File: src/rtl/core/httk_pkg.sv
package httk_pkg;

	localparam int MAX_HEADERS_DEF   = 32;
	localparam int METHOD_BYTES_DEF  = 16;
	localparam int PATH_BYTES_DEF    = 256;
	localparam int VERSION_BYTES_DEF = 16;
	localparam int KEY_BYTES_DEF     = 64;
	localparam int VALUE_BYTES_DEF   = 256;

	localparam logic [7:0] BYTE_NUL   = 8'h00;
	localparam logic [7:0] BYTE_NL    = 8'h0A;
	localparam logic [7:0] BYTE_SP    = 8'h20;
	localparam logic [7:0] BYTE_COLON = 8'h3A;

	// field kind codes
	localparam logic [2:0] KIND_DROP    = 3'd0;
	localparam logic [2:0] KIND_METHOD  = 3'd1;
	localparam logic [2:0] KIND_PATH    = 3'd2;
	localparam logic [2:0] KIND_VERSION = 3'd3;
	localparam logic [2:0] KIND_KEY     = 3'd4;
	localparam logic [2:0] KIND_VALUE   = 3'd5;

	// status codes reported with done_res
	localparam logic [1:0] STATUS_OK           = 2'd0;
	localparam logic [1:0] STATUS_BAD_REQ_LINE = 2'd1;
	localparam logic [1:0] STATUS_TOO_MANY_HDR = 2'd2;

	// header_part codes in a header line
	localparam logic [1:0] HPART_KEY   = 2'd0;
	localparam logic [1:0] HPART_SKIP  = 2'd1;
	localparam logic [1:0] HPART_VALUE = 2'd2;

	typedef struct packed {
		logic [7:0] data_byte;
		logic       last_byte;
	} in_item_t;

	typedef struct packed {
		logic [2:0] field_kind;
		logic [7:0] byte_out;
		logic [5:0] header_slot;
		logic [7:0] position;
		logic       keep;
		logic       header_commit;
		logic       done_res;
		logic [1:0] status;
	} out_item_t;

	typedef struct packed {
		logic       in_request_line;
		logic       line_started;
		logic [1:0] token_count;
		logic       in_token;
		logic [1:0] header_part;
		logic [6:0] header_count;
		logic [7:0] field_offset;
		logic       offset_over;
		logic       finished;
	} tok_state_t;

	localparam tok_state_t TOK_STATE_RESET = '{
		in_request_line: 1'b1,
		line_started:    1'b0,
		token_count:     2'd0,
		in_token:        1'b0,
		header_part:     HPART_KEY,
		header_count:    7'd0,
		field_offset:    8'd0,
		offset_over:     1'b0,
		finished:        1'b0
	};

endpackage

File: src/rtl/core/http_request_tokenizer.sv
// http request tokenizer
// in channel: one request byte per item (data_byte, last_byte) on in_valid / in_ready
// out channel: one label per byte (kind, slot, position, keep, commit, done, status)
//   on out_valid / out_ready, in the order the bytes were taken
// path: a taken byte sits in the input register, and its result is then loaded into
//   the result register and shown from there
// throughput: one byte per cycle while out_ready does not hold the result register;
//   the per-byte step is a single short pass over the tokenizer state
// stall: when out_ready is low the result register holds its item, the input
//   register keeps one more byte, and in_ready then drops until the result leaves
// reset: arst_n clears the tokenizer to the start of a request and empties
//   both registers
// after a zero byte, a last flag or an error status the request is over: further
//   bytes give all-zero labels carrying the byte, until the next reset
module http_request_tokenizer #(
	parameter int MAX_HEADERS   = httk_pkg::MAX_HEADERS_DEF,
	parameter int METHOD_BYTES  = httk_pkg::METHOD_BYTES_DEF,
	parameter int PATH_BYTES    = httk_pkg::PATH_BYTES_DEF,
	parameter int VERSION_BYTES = httk_pkg::VERSION_BYTES_DEF,
	parameter int KEY_BYTES     = httk_pkg::KEY_BYTES_DEF,
	parameter int VALUE_BYTES   = httk_pkg::VALUE_BYTES_DEF
) (
	input  logic                clk,
	input  logic                arst_n,
	input  logic                in_valid,
	output logic                in_ready,
	input  httk_pkg::in_item_t  in_item,
	output logic                out_valid,
	input  logic                out_ready,
	output httk_pkg::out_item_t out_item
);
	import httk_pkg::*;

	// input register
	logic       valid_s1;
	in_item_t   item_s1;

	// tokenizer state and result register
	tok_state_t state_q;
	tok_state_t state_next;
	out_item_t  step_res;
	out_item_t  out_q;
	logic       out_valid_q;

	logic       advance;

	// the buffered byte moves on when the result register is free or emptying
	assign advance  = valid_s1 && (!out_valid_q || out_ready);
	assign in_ready = !valid_s1 || advance;

	always_ff @(posedge clk or negedge arst_n) begin
		if (!arst_n) begin
			valid_s1 <= 1'b0;
		end else if (in_ready) begin
			valid_s1 <= in_valid;
		end
	end

	always_ff @(posedge clk) begin
		if (in_ready && in_valid) begin
			item_s1 <= in_item;
		end
	end

	httk_step #(
		.MAX_HEADERS   (MAX_HEADERS),
		.METHOD_BYTES  (METHOD_BYTES),
		.PATH_BYTES    (PATH_BYTES),
		.VERSION_BYTES (VERSION_BYTES),
		.KEY_BYTES     (KEY_BYTES),
		.VALUE_BYTES   (VALUE_BYTES)
	) u_step (
		.state      (state_q),
		.item       (item_s1),
		.state_next (state_next),
		.result     (step_res)
	);

	// state advances exactly once per byte, when its result is loaded
	always_ff @(posedge clk or negedge arst_n) begin
		if (!arst_n) begin
			state_q <= TOK_STATE_RESET;
		end else if (advance) begin
			state_q <= state_next;
		end
	end

	always_ff @(posedge clk or negedge arst_n) begin
		if (!arst_n) begin
			out_valid_q <= 1'b0;
		end else if (advance) begin
			out_valid_q <= 1'b1;
		end else if (out_ready) begin
			out_valid_q <= 1'b0;
		end
	end

	always_ff @(posedge clk) begin
		if (advance) begin
			out_q <= step_res;
		end
	end

	assign out_valid = out_valid_q;
	assign out_item  = out_q;

endmodule

File: src/rtl/core/httk_step.sv
module httk_step #(
	parameter int MAX_HEADERS   = httk_pkg::MAX_HEADERS_DEF,
	parameter int METHOD_BYTES  = httk_pkg::METHOD_BYTES_DEF,
	parameter int PATH_BYTES    = httk_pkg::PATH_BYTES_DEF,
	parameter int VERSION_BYTES = httk_pkg::VERSION_BYTES_DEF,
	parameter int KEY_BYTES     = httk_pkg::KEY_BYTES_DEF,
	parameter int VALUE_BYTES   = httk_pkg::VALUE_BYTES_DEF
) (
	input  httk_pkg::tok_state_t state,
	input  httk_pkg::in_item_t   item,
	output httk_pkg::tok_state_t state_next,
	output httk_pkg::out_item_t  result
);
	import httk_pkg::*;

	localparam logic [8:0] LIM_METHOD  = 9'(METHOD_BYTES - 1);
	localparam logic [8:0] LIM_PATH    = 9'(PATH_BYTES - 1);
	localparam logic [8:0] LIM_VERSION = 9'(VERSION_BYTES - 1);
	localparam logic [8:0] LIM_KEY     = 9'(KEY_BYTES);
	localparam logic [8:0] LIM_VALUE   = 9'(VALUE_BYTES);
	localparam logic [6:0] HDR_LIMIT   = 7'(MAX_HEADERS);

	tok_state_t st;
	out_item_t  res;
	logic [7:0] b;
	logic       is_end;
	logic       is_term;
	logic [8:0] lim;

	always_comb begin
		st      = state;
		res     = '0;
		b       = item.data_byte;
		is_end  = (b == BYTE_NUL) || item.last_byte;
		is_term = (b == BYTE_NL) || is_end;
		lim     = LIM_VERSION;
		res.byte_out = b;

		if (!st.finished) begin
			if (b != BYTE_NL && b != BYTE_NUL) begin
				// first byte of a non-empty line
				if (!st.line_started) begin
					st.line_started = 1'b1;
					st.in_token     = 1'b0;
					st.header_part  = HPART_KEY;
					st.token_count  = 2'd0;
					st.field_offset = 8'd0;
					st.offset_over  = 1'b0;
					if (!st.in_request_line && st.header_count >= HDR_LIMIT) begin
						res.done_res = 1'b1;
						res.status   = STATUS_TOO_MANY_HDR;
						st.finished  = 1'b1;
					end
				end

				if (st.finished) begin
					// overflow byte is dropped
				end else if (st.in_request_line) begin
					if (b == BYTE_SP) begin
						st.in_token = 1'b0;
					end else begin
						if (!st.in_token) begin
							st.in_token = 1'b1;
							if (st.token_count != 2'd3) begin
								st.token_count  = st.token_count + 2'd1;
								st.field_offset = 8'd0;
								st.offset_over  = 1'b0;
							end else begin
								st.header_part = HPART_SKIP;
							end
						end
						if (st.header_part == HPART_KEY) begin
							case (st.token_count)
								2'd1:    lim = LIM_METHOD;
								2'd2:    lim = LIM_PATH;
								default: lim = LIM_VERSION;
							endcase
							res.field_kind = {1'b0, st.token_count};
							res.position   = st.field_offset;
							res.keep       = !st.offset_over && ({1'b0, st.field_offset} < lim);
							if (st.field_offset == 8'hFF) st.offset_over = 1'b1;
							else st.field_offset = st.field_offset + 8'd1;
						end
					end
				end else if (st.header_part == HPART_KEY) begin
					if (b == BYTE_COLON) begin
						st.header_part = HPART_SKIP;
					end else begin
						res.field_kind  = KIND_KEY;
						res.header_slot = st.header_count[5:0];
						res.position    = st.field_offset;
						res.keep        = !st.offset_over && ({1'b0, st.field_offset} < LIM_KEY);
						if (st.field_offset == 8'hFF) st.offset_over = 1'b1;
						else st.field_offset = st.field_offset + 8'd1;
					end
				end else if (st.header_part == HPART_SKIP) begin
					st.header_part  = HPART_VALUE;
					st.field_offset = 8'd0;
					st.offset_over  = 1'b0;
				end else begin
					res.field_kind  = KIND_VALUE;
					res.header_slot = st.header_count[5:0];
					res.position    = st.field_offset;
					res.keep        = !st.offset_over && ({1'b0, st.field_offset} < LIM_VALUE);
					if (st.field_offset == 8'hFF) st.offset_over = 1'b1;
					else st.field_offset = st.field_offset + 8'd1;
				end
			end

			// line end, and request end which closes an open line first
			if (!st.finished && is_term) begin
				if (st.line_started) begin
					st.line_started = 1'b0;
					if (st.in_request_line) begin
						st.in_request_line = 1'b0;
						if (st.token_count != 2'd3) begin
							res.done_res = 1'b1;
							res.status   = STATUS_BAD_REQ_LINE;
							st.finished  = 1'b1;
						end
					end else if (st.header_part != HPART_KEY) begin
						res.header_commit = 1'b1;
						st.header_count   = st.header_count + 7'd1;
					end
				end
				if (!st.finished && is_end) begin
					res.done_res = 1'b1;
					res.status   = STATUS_OK;
					st.finished  = 1'b1;
				end
			end
		end

		state_next = st;
		result     = res;
	end

endmodule

File: config.mk
export PLATFORM = sky130hd
export DESIGN_NAME = http_request_tokenizer
export DESIGN_NICKNAME = d
export VERILOG_FILES = /design/src/rtl/core/httk_pkg.sv /design/src/rtl/core/http_request_tokenizer.sv /design/src/rtl/core/httk_step.sv
export SDC_FILE = /design/constraint.sdc
export NUM_CORES = 1
export LEC_CHECK = 0
export ABC_AREA = 1
export BUFFER_PORTS_ARGS = -buffer_cell sky130_fd_sc_hd__buf_4
export CAP_MARGIN = 20
export CORE_MARGIN = 10
export CORE_UTILIZATION = 41
export CTS_CLUSTER_DIAMETER = 150
export CTS_CLUSTER_SIZE = 12
export DETAILED_ROUTE_END_ITERATION = 10
export GPL_ROUTABILITY_DRIVEN = 0
export PLACE_DENSITY_LB_ADDON = 0.15
export SETUP_SLACK_MARGIN = 0.02
export SLEW_MARGIN = 10
export SYNTH_ARGS = -nofsm -noshare
export SYNTH_HDL_FRONTEND = slang
export SYNTH_SLANG_ARGS = --single-unit
export TNS_END_PERCENT = 30
File: constraint.sdc
create_clock -name clk -period 2.8 [get_ports clk]
set_clock_uncertainty 0.05 [all_clocks]
set_input_delay 0 -clock clk [delete_from_list [all_inputs] [get_ports clk]]
set_output_delay 0 -clock clk [all_outputs]
set_load 0.03 [all_outputs]
==> metrics.md <==
| Metric | Value |
|---|---|
| Worst slew pin tran | 0.563 ns |
| R2R Path Start | item_s1[3] |
| Critical Path Max Stage Delay | 0.43 ns |
| Top cells by area, synth | edfxtp_1 (31%), dfrtp_1 (17%), nand2_1 (11%) |
| Effective utilization at floorplan | 42.5% |
| Pwr Total | 2120 µW |
| Pin count of the biggest net entering global routing | 27 |
| Setup crit end kind | flop |
| CP max stage cell | a41oi_2 |
| Die height | 116 µm |
| Area grow syn2layout | 20.5% |
| GR Util met2 | 24.9% |
| Synth Cell Area | 3740 µm² |
| Met1 GRT Util | 19.9% |
| Final-report max-slew violation count | 0 |
| CTS tree | yes |
| Initial DRC count | 261 |
| Post-place setup slack | 0.355 ns |
| Synth top cells by count | nand2_1 (110), inv_1 (53), nor2_1 (45), edfxtp_1 (39), nand3_1 (33) |
| Clock network fraction of design power | 33.2% |
| Register share of total power | 52.7% |
| Die W | 116 µm |
| Final hold slack | 0.0670 ns |
| Final setup viols | 0 |
| Final hold vios | 0 |
| WP buf/inv | 2 |
| Fillcell total | 838 |
| Pleak | 0.00213 µW |
| Vias per std cell | 5.21 |
| Top cell type's share of synthesized area | 31.3% |
| Fin crit period | 2.46 ns |
| CP startpoint kind | flop |
| Vias in the first global route | 3232 |
| TritonCTS Buffers | 9 |
| RSZ-0062 raised after global routing | false |
| Die area | 13300 µm² |
| CP Max Fanout | 8 |
| Wire length per cell | 15.7 µm |
| Initial antenna violation count | 0 |
| Max-cap violations | 0 |
| Core Area | 8810 µm² |
| Port Buffers | 44 |
| GRT Max-Usage Layer | met2 |
| Setup Total Neg Slack | 0 ns |
| Post-synth EDFFs | 39 |
| Critical path cell sequence | nor2_1 -> nand3_1 -> inv_1 -> nand4_1 -> nand2_1 -> nand2_2 -> nand3_2 -> inv_2 -> a41oi_2 -> nor2_1 |
| Final Net Count | 527 |
| First-pass DRT Iterations | 5 |
| First-pass GRT wire length | 16200 µm |
| Main flop type after synthesis | edfxtp_1 |
| Clock Tree Root | clkbuf_8 |
| Crit. Startpoint | item_s1[3] |
| Syn Inst Count | 440 |
| DRT antenna net count | 0 |
| GR Overflow Total | 0 |
| Syn nets | 461 |
| Ys async rst share | 40.0% |
| Remaining DRCs | 0 |
| P_int | 1540 µW |
| Hpwl dp | 7020 µm |
| Register area share after synthesis | 48.7% |
| Share of cells above drive strength 1 | 21.3% |
| Peak VDD IR | 266 µV |
| H-Tree Level Count | 3 |
| Cell mode on critical path | nor2_1 |
| Diode count | 0 |
| GR Util All Layers | 15.4% |
| Clock transition at the registers of the reported paths | 0.08 ns |
| Largest area contributor in the netlist | edfxtp_1 |
| Slew Limit Headroom | 62.4% |
| Final Worst Setup Slack | 0.342 ns |
| Total wire length | 9740 µm |
| Gate power share | 14.1% |
| PD cells | 470 nW/µm² |
| Crit path max-delay family | simple AND/OR/NAND/NOR gates |
| Syn. warnings | 0 |
| Data arrival, critical path | 2.47 ns |
| Site row count | 34 |
| Met3 Usage GRT | 3.41% |
| Deepest clock path buffer count | 2 |
| Worst skew pair latency | 0.34 ns |
| FMAX | 407 MHz |
| Netlist cell types | 46 |
| TritonCTS Sinks | 65 |
| Via count | 3227 |
| Critical path class | reg -> reg |
| Most frequently used cell type in the post-synthesis netlist | nand2_1 |
| Avg Cell Area, Syn | 8.50 µm² |
| Post-CTS Setup Inserts | 0 |
| Status | completed |
| Min-Delay Path Class | in -> async |
| Sw frac | 27.2% |
| Share of the clock period used by the worst path | 87.8% |
| Flops & latches, synth | 65 |
| Required time of the worst setup path | 2.81 ns |
| # IOs | 45 |
| Net Switching | 576 µW |
==> layout make-up <==
class / instances / area (µm²) / area share (%)
clock inverters: 3 / 17.5 / 0.388
inverters: 65 / 245 / 5.44
well taps: 108 / 135 / 3.00
multi-input cells: 303 / 1630 / 36.0
flip-flops and latches: 65 / 1820 / 40.5
clock buffers: 13 / 149 / 3.30
repair buffers: 62 / 513 / 11.4
==> logic make-up after synthesis <==
group                      after synthesis  synth area share (%)
adders and majority gates                8                  2.68
buffers and inverters                   72                  7.83
DFF                                     65                  48.7
xor gates and xnor gates                 7                  1.64
and+or+nand+nor                        229                  29.0
muxes                                    1                 0.268
AOI/OAI and AO/OA                       58                  9.83
==> layer usage <==
layer  part of all wire [%]  up-vias
met1                     44     1501
met3                    7.3       11
met5                      0        -
li1                       -     1587
met2                     47      128
met4                    1.7        0
==> path summary, 6_finish.rpt <==
path	end	slack [ns]	cells past startpoint
worst max-delay path	out_item[12]	0.34	10
worst min-delay path	state_q[13]	0.07	2
worst max register to register	out_item[12]	0.34	10
worst min register to register	out_item[20]	0.43	0
max in group asynchronous	state_q[23]	2.31	2
min in group clk	item_s1[8]	0.33	2
==> sequential cells by signal, summed over array words and instances (netlist names) <==
register / flops
out_item: 30
state_q: 24
item_s1: 9
out_valid: 1
valid_s1: 1
==> metrics by stage <==
step	cells	utilization [%]	area, µm²
2_1_floorplan	440	-	3740
3_3_place_gp	589	47.7	4200
3_5_place_dp	589	47.7	4200
4_1_cts	619	51.2	4510
5_1_grt	619	51.2	4510
6_report	619	51.2	4510
==> power by group through the flow <==
stage	sequential (µW)	clock (µW)	combinational, µW
3_3_place_gp	1140	0	286
4_1_cts	1120	721	307
6_report	1120	704	300
3_5_place_dp	1140	0	289
2_1_floorplan	1240	0	51.8
5_1_grt	1130	760	323
==> layout by cell type, fill, tap and decap left out, types with 7 or more instances in the layout <==
cell type and instances:
a21oi_1 11, buf_4 47, clkbuf_8 10, dfrtp_1 24, dlygate4sd3_1 14, edfxtp_1 39, ha_1 8, inv_1 53
inv_2 9, nand2_1 110, nand2_2 7, nand3_1 33, nor2_1 45, o21ai_0 19, o21ai_1 7
==> repair_timing <==
item | 4_1_cts | 5_1_grt
gates resized for setup | 0 | 1
hold buffers | 14 | 0
endpoints found under the setup margin | 0 | 1
hold endpoints to repair | 37 | 0
(Power assumes the default switching activity.)
